`config.mk`:
```
export PLATFORM = sky130hd
export DESIGN_NAME = adx_adpcm_decoder_flat
export DESIGN_NICKNAME = d
export VERILOG_FILES = /design/src/hw/rtl/adx_pkg.sv /design/src/hw/rtl/adx_byte_if.sv /design/src/hw/rtl/adx_sample_if.sv /design/src/hw/rtl/adx_cfg_if.sv /design/src/hw/rtl/adx_adpcm_decoder.sv /design/src/flat_wrapper.sv
export SDC_FILE = /design/constraint.sdc
export NUM_CORES = 1
export LEC_CHECK = 0
export ABC_AREA = 1
export ABC_CLOCK_PERIOD_IN_PS = 11650
export BUFFER_PORTS_ARGS = -buffer_cell sky130_fd_sc_hd__buf_2
export CAP_MARGIN = 10
export CELL_PAD_IN_SITES_DETAIL_PLACEMENT = 1
export CELL_PAD_IN_SITES_GLOBAL_PLACEMENT = 1
export CORE_MARGIN = 10
export CORE_UTILIZATION = 48
export DETAILED_ROUTE_END_ITERATION = 10
export GPL_TIMING_DRIVEN = 0
export PLACE_DENSITY = 0.89
export SYNTH_ARGS = -nofsm -noshare
export SYNTH_HDL_FRONTEND = slang
export SYNTH_SLANG_ARGS = --single-unit
```
`constraint.sdc`:
```
create_clock -name clk -period 11.65 [get_ports clk]
set_input_delay 3.495 -clock clk [delete_from_list [all_inputs] [get_ports clk]]
set_output_delay 3.495 -clock clk [all_outputs]
set_load 0.05 [all_outputs]
```
`src/hw/rtl/adx_pkg.sv`:
```
//------------------------------------------------------------------------------
// adx_pkg
// Shared types, constants and the sequencer microcode for the ADX decoder.
//------------------------------------------------------------------------------
`default_nettype none

package adx_pkg;

    localparam int MAX_CHANNELS_DEF = 2;
    localparam int BLOCK_BYTES      = 18;
    localparam int SCALE_BYTES      = 2;
    localparam int PRED_SHIFT       = 12;
    localparam int CFG_IDX_W        = 4;
    localparam int CFG_DATA_W       = 32;
    localparam int ACC_W            = 34;
    localparam int OPND_W           = 17;

    localparam logic signed [ACC_W-1:0] SAT_HI = 34'sd32767;
    localparam logic signed [ACC_W-1:0] SAT_LO = -34'sd32768;

    typedef enum logic [CFG_IDX_W-1:0] {
        REG_COEF_A        = 4'd0,
        REG_COEF_B        = 4'd1,
        REG_TOTAL_SAMPLES = 4'd2,
        REG_CHANNEL_COUNT = 4'd3
    } cfg_reg_t;

    typedef logic [2:0] step_t;

    localparam step_t UC_FETCH  = 3'd0;
    localparam step_t UC_MUL_A  = 3'd1;
    localparam step_t UC_MUL_B  = 3'd2;
    localparam step_t UC_MUL_S  = 3'd3;
    localparam step_t UC_COMMIT = 3'd4;

    typedef enum logic [1:0] {
        MS_A_H0,
        MS_B_H1,
        MS_N_SC
    } mul_sel_t;

    typedef enum logic [1:0] {
        ACC_HOLD,
        ACC_LOAD,
        ACC_ADD,
        ACC_SHADD
    } acc_op_t;

    typedef enum logic [1:0] {
        JC_NEXT,
        JC_NO_DATA,
        JC_NIB_LOOP
    } jump_t;

    typedef struct packed {
        logic     take;
        logic     commit;
        mul_sel_t mul;
        acc_op_t  acc;
        jump_t    jc;
        step_t    target;
    } ucode_t;

    function automatic ucode_t uc_rom(input step_t step);
        ucode_t w;
        w = '{take: 1'b1, commit: 1'b0, mul: MS_A_H0, acc: ACC_HOLD,
              jc: JC_NO_DATA, target: UC_FETCH};
        case (step)
            UC_FETCH:
            begin
                w = '{take: 1'b1, commit: 1'b0, mul: MS_A_H0, acc: ACC_HOLD,
                      jc: JC_NO_DATA, target: UC_FETCH};
            end
            UC_MUL_A:
            begin
                w = '{take: 1'b0, commit: 1'b0, mul: MS_A_H0, acc: ACC_LOAD,
                      jc: JC_NEXT, target: UC_FETCH};
            end
            UC_MUL_B:
            begin
                w = '{take: 1'b0, commit: 1'b0, mul: MS_B_H1, acc: ACC_ADD,
                      jc: JC_NEXT, target: UC_FETCH};
            end
            UC_MUL_S:
            begin
                w = '{take: 1'b0, commit: 1'b0, mul: MS_N_SC, acc: ACC_SHADD,
                      jc: JC_NEXT, target: UC_FETCH};
            end
            UC_COMMIT:
            begin
                w = '{take: 1'b0, commit: 1'b1, mul: MS_A_H0, acc: ACC_HOLD,
                      jc: JC_NIB_LOOP, target: UC_MUL_A};
            end
            default:
            begin
                w = '{take: 1'b1, commit: 1'b0, mul: MS_A_H0, acc: ACC_HOLD,
                      jc: JC_NO_DATA, target: UC_FETCH};
            end
        endcase
        return w;
    endfunction

endpackage

`default_nettype wire

```
`src/hw/rtl/adx_byte_if.sv`:
```
//------------------------------------------------------------------------------
// adx_byte_if
// Byte stream channel: one block-area byte per item.
//------------------------------------------------------------------------------
`default_nettype none

interface adx_byte_if;
    logic       valid;
    logic       ready;
    logic [7:0] data_byte;

    modport source (output valid, output data_byte, input ready);
    modport sink   (input valid, input data_byte, output ready);
endinterface

`default_nettype wire

```
`src/hw/rtl/adx_sample_if.sv`:
```
//------------------------------------------------------------------------------
// adx_sample_if
// Decoded sample channel.
//------------------------------------------------------------------------------
`default_nettype none

interface adx_sample_if;
    logic               valid;
    logic               ready;
    logic signed [15:0] sample_value;
    logic               channel;
    logic [31:0]        sample_index;
    logic               last_of_item;
    logic               end_of_stream;

    modport source (output valid, output sample_value, output channel,
                    output sample_index, output last_of_item,
                    output end_of_stream, input ready);
    modport sink   (input valid, input sample_value, input channel,
                    input sample_index, input last_of_item,
                    input end_of_stream, output ready);
endinterface

`default_nettype wire

```
`src/hw/rtl/adx_cfg_if.sv`:
```
//------------------------------------------------------------------------------
// adx_cfg_if
// Register write channel: index and data.
//------------------------------------------------------------------------------
`default_nettype none

interface adx_cfg_if;
    logic                          valid;
    logic                          ready;
    logic [adx_pkg::CFG_IDX_W-1:0] index;
    logic [adx_pkg::CFG_DATA_W-1:0] data;

    modport source (output valid, output index, output data, input ready);
    modport sink   (input valid, input index, input data, output ready);
endinterface

`default_nettype wire

```
`src/hw/rtl/adx_adpcm_decoder.sv`:
```
//------------------------------------------------------------------------------
// adx_adpcm_decoder
// 4-bit ADX ADPCM decoder: microcoded sequencer around one shared multiplier
// and accumulator, per-channel prediction history in flops.
//------------------------------------------------------------------------------
// channel     dir   payload                                        handshake
// byte_in     in    data_byte[7:0]                                 valid/ready
// sample_out  out   sample_value, channel, sample_index,           valid/ready
//                   last_of_item, end_of_stream
// cfg         in    index[3:0], data[31:0]                         valid/ready
//
// A scale byte needs only the fetch step; a data byte takes fetch plus four
// microcode steps per nibble (two MACs, scale multiply, commit), all on the
// one multiplier. A full output register holds the commit step until taken.
// Reset initialises config, position, scale and history; cfg is always ready.
//------------------------------------------------------------------------------
`default_nettype none

module adx_adpcm_decoder #(
    parameter int MAX_CHANNELS = adx_pkg::MAX_CHANNELS_DEF
) (
    input  wire               clk,
    input  wire               rst_n,
    adx_byte_if.sink          byte_in,
    adx_sample_if.source      sample_out,
    adx_cfg_if.sink           cfg
);

    localparam int CH_W = (MAX_CHANNELS > 1) ? $clog2(MAX_CHANNELS) : 1;
    localparam logic [1:0] MAX_CH2 = 2'((MAX_CHANNELS > 3) ? 3 : MAX_CHANNELS);

    // configuration
    logic [13:0]        coef_a_reg;
    logic signed [12:0] coef_b_reg;
    logic [31:0]        total_reg;
    logic [1:0]         chan_cnt_reg;

    // sequencer and stream state
    adx_pkg::step_t     pc_reg, pc_next;
    adx_pkg::ucode_t    uc;
    logic [4:0]         pos_reg;
    logic [CH_W-1:0]    cur_reg;
    logic [26:0]        frame_reg;
    logic [15:0]        scale_reg;
    logic [7:0]         byte_reg;
    logic               nib_reg;
    logic signed [adx_pkg::ACC_W-1:0] acc_reg, acc_next;
    logic signed [15:0] hist0_reg [MAX_CHANNELS];
    logic signed [15:0] hist1_reg [MAX_CHANNELS];

    // output register
    logic               out_valid_reg;
    logic signed [15:0] out_value_reg;
    logic               out_chan_reg;
    logic [31:0]        out_index_reg;
    logic               out_last_reg;
    logic               out_eos_reg;

    logic               accept;
    logic               header;
    logic               data_go;
    logic               stall;
    logic               advance;
    logic               load_out;
    logic [1:0]         chans;
    logic [CH_W-1:0]    ch_eff;
    logic               ch_wrap;
    logic               ch_last;
    logic [4:0]         pos_m2;
    logic [31:0]        idx;
    logic               emit;
    logic               idx_last;
    logic signed [3:0]  nib;
    logic signed [adx_pkg::OPND_W-1:0] op_a, op_b;
    logic signed [adx_pkg::ACC_W-1:0]  prod;
    logic signed [15:0] sat;
    logic signed [15:0] h0, h1;

    // channel bookkeeping
    always_comb
    begin
        if (chan_cnt_reg == 2'd0)
            chans = 2'd1;
        else if (chan_cnt_reg > MAX_CH2)
            chans = MAX_CH2;
        else
            chans = chan_cnt_reg;
        ch_eff  = (4'(cur_reg) >= 4'(chans)) ? '0 : cur_reg;
        ch_wrap = (4'(ch_eff) + 4'd1) >= 4'(chans);
        ch_last = 4'(ch_eff) == (4'(chans) - 4'd1);
        h0      = hist0_reg[ch_eff];
        h1      = hist1_reg[ch_eff];
    end

    // handshake and control
    assign uc            = adx_pkg::uc_rom(pc_reg);
    assign byte_in.ready = uc.take;
    assign cfg.ready     = 1'b1;
    assign accept        = byte_in.valid && uc.take;
    assign header        = pos_reg < 5'(adx_pkg::SCALE_BYTES);
    assign data_go       = accept && !header;

    assign pos_m2   = pos_reg - 5'(adx_pkg::SCALE_BYTES);
    assign idx      = {frame_reg, pos_m2[3:0], nib_reg};
    assign emit     = idx < total_reg;
    assign idx_last = idx == (total_reg - 32'd1);

    assign stall    = uc.commit && emit && out_valid_reg && !sample_out.ready;
    assign load_out = uc.commit && !stall && emit;
    assign advance  = (accept && header) || (uc.commit && !stall && nib_reg);

    // next step
    always_comb
    begin
        case (uc.jc)
            adx_pkg::JC_NEXT:     pc_next = pc_reg + 3'd1;
            adx_pkg::JC_NO_DATA:  pc_next = data_go ? pc_reg + 3'd1 : uc.target;
            adx_pkg::JC_NIB_LOOP:
            begin
                if (stall)
                    pc_next = pc_reg;
                else if (!nib_reg)
                    pc_next = uc.target;
                else
                    pc_next = adx_pkg::UC_FETCH;
            end
            default:              pc_next = adx_pkg::UC_FETCH;
        endcase
    end

    // datapath
    always_comb
    begin
        nib = nib_reg ? $signed(byte_reg[3:0]) : $signed(byte_reg[7:4]);
        case (uc.mul)
            adx_pkg::MS_A_H0:
            begin
                op_a = $signed({3'b000, coef_a_reg});
                op_b = 17'(h0);
            end
            adx_pkg::MS_B_H1:
            begin
                op_a = 17'(coef_b_reg);
                op_b = 17'(h1);
            end
            adx_pkg::MS_N_SC:
            begin
                op_a = 17'(nib);
                op_b = $signed({1'b0, scale_reg});
            end
            default:
            begin
                op_a = '0;
                op_b = '0;
            end
        endcase
        prod = op_a * op_b;
        case (uc.acc)
            adx_pkg::ACC_HOLD:  acc_next = acc_reg;
            adx_pkg::ACC_LOAD:  acc_next = prod;
            adx_pkg::ACC_ADD:   acc_next = acc_reg + prod;
            adx_pkg::ACC_SHADD: acc_next = (acc_reg >>> adx_pkg::PRED_SHIFT) + prod;
            default:            acc_next = acc_reg;
        endcase
        if (acc_reg > adx_pkg::SAT_HI)
            sat = 16'sd32767;
        else if (acc_reg < adx_pkg::SAT_LO)
            sat = -16'sd32768;
        else
            sat = acc_reg[15:0];
    end

    always_ff @(posedge clk)
    begin
        acc_reg <= acc_next;
        if (data_go)
            byte_reg <= byte_in.data_byte;
        if (load_out)
        begin
            out_value_reg <= sat;
            out_chan_reg  <= ch_eff[0];
            out_index_reg <= idx;
            out_last_reg  <= nib_reg || idx_last;
            out_eos_reg   <= idx_last && ch_last;
        end
    end

    always_ff @(posedge clk or negedge rst_n)
    begin
        if (!rst_n)
        begin
            coef_a_reg    <= '0;
            coef_b_reg    <= '0;
            total_reg     <= '0;
            chan_cnt_reg  <= 2'd2;
            pc_reg        <= adx_pkg::UC_FETCH;
            pos_reg       <= '0;
            cur_reg       <= '0;
            frame_reg     <= '0;
            scale_reg     <= '0;
            nib_reg       <= 1'b0;
            out_valid_reg <= 1'b0;
            for (int i = 0; i < MAX_CHANNELS; i++)
            begin
                hist0_reg[i] <= '0;
                hist1_reg[i] <= '0;
            end
        end
        else
        begin
            pc_reg <= pc_next;

            if (cfg.valid)
            begin
                case (adx_pkg::cfg_reg_t'(cfg.index))
                    adx_pkg::REG_COEF_A:        coef_a_reg   <= cfg.data[13:0];
                    adx_pkg::REG_COEF_B:        coef_b_reg   <= $signed(cfg.data[12:0]);
                    adx_pkg::REG_TOTAL_SAMPLES: total_reg    <= cfg.data;
                    adx_pkg::REG_CHANNEL_COUNT: chan_cnt_reg <= cfg.data[1:0];
                    default:                    ;
                endcase
            end

            if (accept && pos_reg == 5'd0)
                scale_reg[15:8] <= byte_in.data_byte;
            if (accept && pos_reg == 5'd1)
                scale_reg[7:0] <= byte_in.data_byte;

            if (data_go)
                nib_reg <= 1'b0;
            else if (uc.commit && !stall)
                nib_reg <= !nib_reg;

            if (uc.commit && !stall)
            begin
                hist0_reg[ch_eff] <= sat;
                hist1_reg[ch_eff] <= h0;
            end

            if (advance)
            begin
                if (pos_reg == 5'(adx_pkg::BLOCK_BYTES - 1))
                begin
                    pos_reg <= '0;
                    if (ch_wrap)
                    begin
                        cur_reg   <= '0;
                        frame_reg <= frame_reg + 27'd1;
                    end
                    else
                        cur_reg <= ch_eff + CH_W'(1);
                end
                else
                begin
                    pos_reg <= pos_reg + 5'd1;
                    cur_reg <= ch_eff;
                end
            end

            out_valid_reg <= load_out || (out_valid_reg && !sample_out.ready);
        end
    end

    assign sample_out.valid         = out_valid_reg;
    assign sample_out.sample_value  = out_value_reg;
    assign sample_out.channel       = out_chan_reg;
    assign sample_out.sample_index  = out_index_reg;
    assign sample_out.last_of_item  = out_last_reg;
    assign sample_out.end_of_stream = out_eos_reg;

endmodule

`default_nettype wire
```
`src/flat_wrapper.sv`:
```
// flat-port wrapper written by rule: the top's interface ports become plain ports
module adx_adpcm_decoder_flat 
#(
    parameter int MAX_CHANNELS = adx_pkg::MAX_CHANNELS_DEF
)
  (clk, rst_n, byte_in_valid, byte_in_data_byte, byte_in_ready, sample_out_valid, sample_out_sample_value, sample_out_channel, sample_out_sample_index, sample_out_last_of_item, sample_out_end_of_stream, sample_out_ready, cfg_valid, cfg_index, cfg_data, cfg_ready);
  adx_byte_if byte_in_i ();
  adx_sample_if sample_out_i ();
  adx_cfg_if cfg_i ();
  input  wire clk;
  input  wire rst_n;
  input wire logic [$bits(byte_in_i.valid)-1:0] byte_in_valid;
  input wire logic [$bits(byte_in_i.data_byte)-1:0] byte_in_data_byte;
  output wire logic [$bits(byte_in_i.ready)-1:0] byte_in_ready;
  output wire logic [$bits(sample_out_i.valid)-1:0] sample_out_valid;
  output wire logic [$bits(sample_out_i.sample_value)-1:0] sample_out_sample_value;
  output wire logic [$bits(sample_out_i.channel)-1:0] sample_out_channel;
  output wire logic [$bits(sample_out_i.sample_index)-1:0] sample_out_sample_index;
  output wire logic [$bits(sample_out_i.last_of_item)-1:0] sample_out_last_of_item;
  output wire logic [$bits(sample_out_i.end_of_stream)-1:0] sample_out_end_of_stream;
  input wire logic [$bits(sample_out_i.ready)-1:0] sample_out_ready;
  input wire logic [$bits(cfg_i.valid)-1:0] cfg_valid;
  input wire logic [$bits(cfg_i.index)-1:0] cfg_index;
  input wire logic [$bits(cfg_i.data)-1:0] cfg_data;
  output wire logic [$bits(cfg_i.ready)-1:0] cfg_ready;
  assign byte_in_i.valid = byte_in_valid;
  assign byte_in_i.data_byte = byte_in_data_byte;
  assign byte_in_ready = byte_in_i.ready;
  assign sample_out_valid = sample_out_i.valid;
  assign sample_out_sample_value = sample_out_i.sample_value;
  assign sample_out_channel = sample_out_i.channel;
  assign sample_out_sample_index = sample_out_i.sample_index;
  assign sample_out_last_of_item = sample_out_i.last_of_item;
  assign sample_out_end_of_stream = sample_out_i.end_of_stream;
  assign sample_out_i.ready = sample_out_ready;
  assign cfg_i.valid = cfg_valid;
  assign cfg_i.index = cfg_index;
  assign cfg_i.data = cfg_data;
  assign cfg_ready = cfg_i.ready;
  adx_adpcm_decoder #(.MAX_CHANNELS(MAX_CHANNELS)) u_core (.clk(clk), .rst_n(rst_n), .byte_in(byte_in_i), .sample_out(sample_out_i), .cfg(cfg_i));
endmodule
```
# --- After elaboration in Yosys (flattened, before gate mapping) ---
# Index checks and enable logic that the tools add are counted.
classes:
  n_addsub: 10
  mux: 29
  order_cmp: 9
  n_reduce_logical: 33
  multipliers: 1
  n_bitwise: 1
  n_eq_ne: 19
op_table:
  columns: ["operator", "count"]
  rows:
  - ["16-bit two-way mux", 9]
  - ["17-bit case mux with 3 select lines", 2]
  - ["34-bit case mux with 3 select lines", 1]
  - ["32-bit bitwise mux", 2]
  - ["11-bit case mux with 4 select lines", 1]
  - ["22-bit by 34-bit adder with 34-bit output", 1]
  - ["34-bit adder", 1]
  - ["34-bit by 16-bit > comparator with 1-bit output (second input constant)", 1]
  - ["34-bit by 16-bit less-than comparator with 1-bit output (second input constant)", 1]
  - ["17-bit by 17-bit multiplier with 34-bit output", 1]
  - ["32-bit == test", 1]
  - ["32-bit less-than comparator", 1]
  - ["32-bit by 1-bit subtractor with 32-bit output (second input constant)", 1]
  - ["27-bit by 1-bit adder with 27-bit output (second input constant)", 1]
  - ["16-bit demux with 1-bit select", 1]
  - ["1-bit logical AND", 14]
  - ["3-bit two-way mux", 3]
  - ["3-bit case mux with 3 select lines", 1]
  - ["2-bit == test (second input constant)", 4]
  - ["4-bit by 2-bit == test with 1-bit output (second input constant)", 2]
  - ["2-bit logical NOT", 4]
  - ["2-bit AND reduction", 4]
  - ["2-bit by 1-bit == test with 1-bit output (second input constant)", 3]
  - ["3-bit by 2-bit == test with 1-bit output (second input constant)", 2]
  - ["30 further kinds", 40]
totals:
  register_bits: 272
  out_inout_bits: 54

# --- Logic depth before layout (Yosys ltp) ---
# Gate-level depths: netlist of run 1.
depth:
  word_depth: 13
  depth_mapped: 47
  mapped_depth_nobuf: 46

# --- Worst setup path before layout of run 1 ---
# Ideal clock, no wire load.
synth_path:
  path_type: "reg2reg"
  start: "register u_core.pc_reg[0]"
  end: "register u_core.acc_reg[33] (netlist name) (data pin)"
  arrival_ps: 8259
  period_less_slack_ps: 8512
  stages_incl_launch_ff: 40
  n_path_buf: 1
  slack_ps: 3138
  setup_ps: 253
  t_required_ps: 11397
  cell_sequence: "dfrtp_1 -> inv_1 -> ha_1 -> nand2_1 -> clkinv_2 -> nor3_4 -> nor3_4 -> nand2_4 -> nand2_4 -> buf_2 -> nand2_1 -> inv_1 -> fa_1 -> inv_1 -> fa_1 -> inv_1 -> fa_1 -> fa_1 -> (+4 left out) -> ha_1 -> a21oi_1 -> o21ai_0 -> nor2_1 -> nand2_1 -> or2_2 -> and2_1 -> ha_1 -> a21o_1 -> o21bai_1 -> a21oi_1 -> nor2_1 -> nor3_1 -> nand2_1 -> nand2_1 -> nand3_1 -> nand3_1 -> nand2_1"
synth_via:
  elab_chain_len: 7
synth_lines:
  columns: ["element", "line_no", "rtl"]
  rows:
  - ["from (decl)", "adx_adpcm_decoder.sv:39", "adx_pkg::step_t pc_reg, pc_next;"]
  - ["from (signal assigned)", "adx_adpcm_decoder.sv:196", "pc_reg <= adx_pkg::UC_FETCH;"]
  - ["from (signal assigned)", "adx_adpcm_decoder.sv:211", "pc_reg <= pc_next;"]
  - ["3-bit == test (tied with other cells)", "adx_pkg.sv:68", "case (step)"]
  - ["11-bit case mux with 4 select lines *", "adx_pkg.sv:68", null]
  - ["2-bit == test (tied with other cells)", "adx_adpcm_decoder.sv:135", "case (uc.mul)"]
  - ["17-bit case mux with 3 select lines", "adx_adpcm_decoder.sv:135", null]
  - ["17-bit by 17-bit multiplier with 34-bit output", "adx_adpcm_decoder.sv:157", "prod = op_a * op_b;"]
  - ["22-bit by 34-bit adder with 34-bit output / 34-bit adder (equally long branches)", "adx_adpcm_decoder.sv:162, adx_adpcm_decoder.sv:161", null]
  - ["34-bit case mux with 3 select lines *", "adx_adpcm_decoder.sv:158", "case (uc.acc)"]
  - ["named net u_core.acc_next, one bit", "adx_adpcm_decoder.sv:47", "logic signed [adx_pkg::ACC_W-1:0] acc_reg, acc_next;"]
  - ["to (signal assigned)", "adx_adpcm_decoder.sv:175", "acc_reg <= acc_next;"]
  - ["to (decl)", "adx_adpcm_decoder.sv:47", null]
# The timed path passes the listed nets; every way through them passes the cells marked *.
# A chain may end at the register's enable or synchronous reset.

# --- Worst setup path in the final report of run 1 ---
layout_path:
  start: "register u_core.pc_reg[1]"
  end: "register u_core.acc_reg[33] (netlist name) (data pin)"
# The elaborated chain is that of the path after synthesis.

==> flow_metrics.tcl, run 1 <==
set metrics [dict create \
    cts.sinks 271 \
    wl_per_cell_microns 23.2 \
    area_delta_synth_final_pct 9.50 \
    hold_buffers 0 \
    wirelength_microns 100000 \
    postCtsSetupBuffers 0 \
    die_height_microns 257 \
    async_flop_share 0.657 \
    clockBufferDepth 3 \
    cts_buffers 31 \
    crit_fanout 10 \
    tns_ps 0 \
    synth_top_cells_by_area "fa_1, dfrtp_1, nand2_1, edfxtp_1, inv_1" \
    layout_common_cells "nand2_1, inv_1, nor2_1" \
    worstSetupStartpointType "register" \
    syn-num-nets 3903 \
    clock_skew_ps 20.8 \
    hold_path.startpoint "u_core.hist0_reg[2]" \
    maxSlewHeadroom 0.244 \
    die_area_sq_um 65900 \
    finalNetCount 4040 \
    port-buffer-count 101 \
    avgViaCountPerCell 5.77 \
    crit_type "register to register" \
    clk_pin_slew_ps 60 \
    arrival_ps 11170 \
    gp_congestion 0.941 \
    drv_cap 0 \
    rsz0062_at_grt "no" \
    period_needed_ps 10830 \
    ys_seq_area_frac 0.270 \
    status "finished, final reports clean" \
    rows 86 \
    cp_slowest_stage_delay_ps 850 \
    drt_iter0_drc 1977 \
    gr-total-overflow 0 \
    start_util 0.486 \
    num-fill-cells 6973 \
    first_pass_iters 5 \
    htreeDepth 1 \
    grtUsageTotal 0.303 \
    finalMaxSlewViolations 0 \
    ys_ff_latch 271 \
    cp_common_cell "nand2_1" \
    largest_reg_flops 34 \
    finalHoldViolations 0 \
    grt_max_degree 118 \
    crit_required_ps 11990 \
    netlist_area_sq_um 26900 \
    yosys.area.top_type_share 0.206 \
    dieWidth_microns 257 \
    cts_resized 0 \
    fin_crit_sh 0.930 \
    antenna_left 0 \
    layout-drive-gt1-share 0.0724 \
    worstReg2RegStart "u_core.pc_reg[1]" \
    max_slew.worst_pin.slew_ps 1130 \
    n_antenna_cell 0 \
    syn_area_per_cell_sq_um 7.86 \
    finalSetupViolCount 0 \
    io_pins 103 \
    max_freq_mhz 92.3 \
    startpoint "u_core.pc_reg[1]" \
    yosysWarningCount 0 \
    ff_latch_area_sq_um 7250 \
    dp_hpwl_microns 77000 \
    synth-edff-count 93 \
    yosysTopAreaCell "fa_1" \
    cp_slowest_cell "nor2_1" \
    dr_total_vias 25000 \
    hp-class "register to register" \
    post-route-drc-count 0 \
    ys.flop_type "dfrtp_1" \
    fp.coreArea_sq_um 55300 \
    cts_root_buf "clkbuf_16" \
    cts_tree "built" \
    netlist_instances 3417 \
    multiInputGateArea_sq_um 16800 \
    grt_pass1_vias 27500 \
    antenna_found_initial 0 \
    yosys.cell_types.count 59 \
    insertion_delay_ps 600 \
    grt_pass1_wl_microns 157000 \
    layout_commonest_cell "nand2_1" \
    cp-end-kind "register" \
]
[final cells by class]
cell class | instances | share of cell area
timing repair buffer | 104 | 0.0201
multi-input combinational | 2419 | 0.571
inverter | 639 | 0.0816
clock buffer | 41 | 0.0297
clock inverter | 17 | 0.00514
sequential | 271 | 0.246
tap | 748 | 0.0318
buffer | 88 | 0.0145
[cell usage after synthesis, drive strengths merged, types with 10 or more instances]
cell type	instances
clkbuf	36
a21o	12
a21oi	114
nor2	330
nor4	14
xnor2	30
o21ai	249
nand3b	10
nand4	34
edfxtp	93
fa	276
nand3	156
xor2	59
nand2	874
dfrtp	177
ha	161
inv	637
nor3	33
buf	52
[final timing paths]
check,end,slack (ps),depth (start not counted)
worst max-delay path,u_core.acc_reg[33],820,41
worst min-delay path,u_core.hist0_reg[2],500,2
worst max register to register,u_core.acc_reg[33],820,41
worst min register to register,u_core.hist0_reg[2],500,2
max in group asynchronous,u_core.total_reg[15],7810,2
min in group asynchronous,u_core.hist1_reg[4],2840,1
[per-layer routing]
layer / track usage / vias to the layer above / wire length (microns)
met5: 0 / - / 0
met2: 0.525 / 1115 / 49100
li1: - / 10900 / -
met3: 0.0486 / 398 / 6440
met1: 0.350 / 12500 / 38100
met4: 0.175 / 0 / 6600
[critical path, delay by kind of cell (launching register included)]
| family | cells | cell delay, ps |
|---|---|---|
| AOI/OAI and AO/OA | 4 | 1100 |
| adders and majority gates | 8 | 4050 |
| buffers and inverters | 10 | 1520 |
| DFF | 1 | 380 |
| and+or+nand+nor | 19 | 3480 |
[metrics by stage]
stage	cells	setup WS [ps]	util	hold slack (ps)	instance area, sq um
after floorplan	3417	3140	-	442	26900
after global placement	4266	1580	0.512	462	28300
after detailed placement	4269	1350	0.514	474	28400
after CTS	4327	1150	0.532	495	29400
after global routing	4327	305	0.532	509	29400
final	4327	819	0.532	496	29400
[logic make-up after synthesis]
group,share of synthesized area
AO/OA/AOI/OAI,0.0872
XOR/XNOR,0.0298
adder cells (fa/ha/maj),0.281
buffers and inverters,0.105
flip-flops,0.270
multiplexers,0.00112
other,0.000140
AND/OR/NAND/NOR,0.226
Power of run 1 is left out: the tool's default activity adds up to more than one toggle a clock period on the data nets, which glitch-free logic cannot reach.
==> run 2: changes to the inputs <==
--- a/config.mk
+++ b/config.mk
@@ -9,10 +9,8 @@
 export ABC_CLOCK_PERIOD_IN_PS = 11650
 export BUFFER_PORTS_ARGS = -buffer_cell sky130_fd_sc_hd__buf_2
 export CAP_MARGIN = 10
-export CELL_PAD_IN_SITES_DETAIL_PLACEMENT = 1
-export CELL_PAD_IN_SITES_GLOBAL_PLACEMENT = 1
 export CORE_MARGIN = 10
-export CORE_UTILIZATION = 48
+export CORE_UTILIZATION = 64
 export DETAILED_ROUTE_END_ITERATION = 10
 export GPL_TIMING_DRIVEN = 0
 export PLACE_DENSITY = 0.89
==> run 2 against run 1 <==
  * Global-route usage is 0.78 points higher
  * Die area is 23% lower
  * Critical path depth is 1 lower
  * Flip-flop and latch count stayed put
  * Register-to-register slack better by 700 ps
  * Largest cell class unchanged
==> flow_metrics.tcl, run 2 (same netlist as run 1, synthesis figures left out) <==
set metrics [dict create \
    cts.sinks 271 \
    worstSetupStartpointType "register" \
    clk_pin_slew_ps 60 \
    cp_common_cell "nand2_1" \
    dr_total_vias 23800 \
    io_pins 103 \
    cts_buffers 29 \
    final_design_area_no_fill_sq_um 29100 \
    layout_common_cells "nand2_1, inv_1, nor2_1" \
    m1WireLength_microns 29300 \
    maxSlewHeadroom 0.274 \
    gr-total-overflow 0 \
    drt_iter0_drc 2737 \
    dieWidth_microns 225 \
    grt_pass1_vias 23900 \
    cts_resized 0 \
    first_pass_iters 6 \
    rsz0062_at_grt "no" \
    rows 75 \
    port-buffer-count 101 \
    fin_crit_sh 0.870 \
    hp-class "register to register" \
    grt_pass1_wl_microns 125000 \
    cp_slowest_stage_delay_ps 740 \
    arrival_ps 10450 \
    antenna_found_initial 0 \
    wirelength_microns 77300 \
    status "finished, final reports clean" \
    cp_slowest_cell "nor2_1" \
    hold_buffers 0 \
    gp_congestion 0.985 \
    layout_commonest_cell "nand2_1" \
    clock_skew_ps 11.2 \
    fp.coreArea_sq_um 41800 \
    multiInputGateArea_sq_um 16800 \
    ff_latch_area_sq_um 7250 \
    max_freq_mhz 98.7 \
    period_needed_ps 10130 \
    place_area_sq_um 28100 \
    die_area_sq_um 50600 \
    htreeDepth 1 \
    die_height_microns 225 \
    area_delta_synth_final_pct 8.38 \
    crit_fanout 10 \
    max_slew.worst_pin.slew_ps 1080 \
    num-fill-cells 3188 \
    cts_root_buf "clkbuf_16" \
    largest_reg_flops 34 \
    post-route-drc-count 0 \
    dp_hpwl_microns 62400 \
    n_antenna_cell 0 \
    dr_wl_met2_microns 36000 \
    met3_length_microns 7720 \
    wl_per_cell_microns 18.8 \
    insertion_delay_ps 560 \
    tns_ps 0 \
    cp-end-kind "register" \
    start_util 0.644 \
    grtUsageTotal 0.310 \
    postCtsSetupBuffers 0 \
    drv_cap 0 \
    finalNetCount 4038 \
    finalMaxSlewViolations 0 \
    grt_max_degree 100 \
    antenna_left 0 \
    crit_type "register to register" \
    finalSetupViolCount 0 \
    cts_tree "built" \
    highest_layer "met4" \
    clockBufferDepth 3 \
    layout-drive-gt1-share 0.0702 \
    crit_required_ps 11970 \
    finalHoldViolations 0 \
    avgViaCountPerCell 5.79 \
]
==> run 2: changes by cell type in the layout (fill, tap and decap cells not counted), sizes merged <==
cell,delta
bufinv,+2
inv,-4
clkinv,-3
==> run 2: per-stage QoR <==
stage / cells / util / hold slack (ps) / setup WS, ps
global placement: 4057 / 0.672 / 454 / 1760
global route: 4113 / 0.698 / 500 / 1080
detailed placement: 4060 / 0.674 / 473 / 1750
finish: 4113 / 0.698 / 489 / 1520
CTS: 4113 / 0.698 / 488 / 1670
floorplan: 3417 / - / 442 / 3140
==> run 2: worst max-delay path, delay by kind of cell, from the launching register on <==
family | cells | cell delay, ps
buffers and inverters | 10 | 1400
AND/OR/NAND/NOR | 16 | 2740
AO/OA/AOI/OAI | 6 | 1390
flip-flops | 1 | 370
adder cells (fa/ha/maj) | 8 | 3950
==> run 2: layer usage <==
layer | up-vias | track usage
met5 | - | 0
met4 | 0 | 0.148
met3 | 277 | 0.0576
met2 | 1401 | 0.506
met1 | 11200 | 0.394
li1 | 10900 | -
==> run 2: final cells by class <==
| class | count | area share |
|---|---|---|
| Inverter | 639 | 0.0824 |
| Clock inverter | 12 | 0.00537 |
| Clock buffer | 41 | 0.0286 |
| Tap cell | 539 | 0.0232 |
| Timing Repair Buffer | 104 | 0.0203 |
| Buffer | 88 | 0.0147 |
| Multi-Input combinational cell | 2419 | 0.577 |
| Sequential cell | 271 | 0.249 |
==> run 2: final timing paths <==
| kind | endpoint | cells after the start | startpoint | slack, ps |
|---|---|---|---|---|
| worst min-delay path | u_core.coef_b_reg[8] | 2 | u_core.coef_b_reg[8] | 490 |
| min in group asynchronous | u_core.total_reg[31] | 1 | rst_n | 2880 |
| worst max register to register | u_core.acc_reg[27] | 40 | u_core.pc_reg[1] | 1520 |
| worst min register to register | u_core.coef_b_reg[8] | 2 | u_core.coef_b_reg[8] | 490 |
| max in group asynchronous | u_core.hist0_reg[21] | 2 | rst_n | 7810 |
| worst max-delay path | u_core.acc_reg[27] | 40 | u_core.pc_reg[1] | 1520 |
Power of run 2 is left out for the same reason.
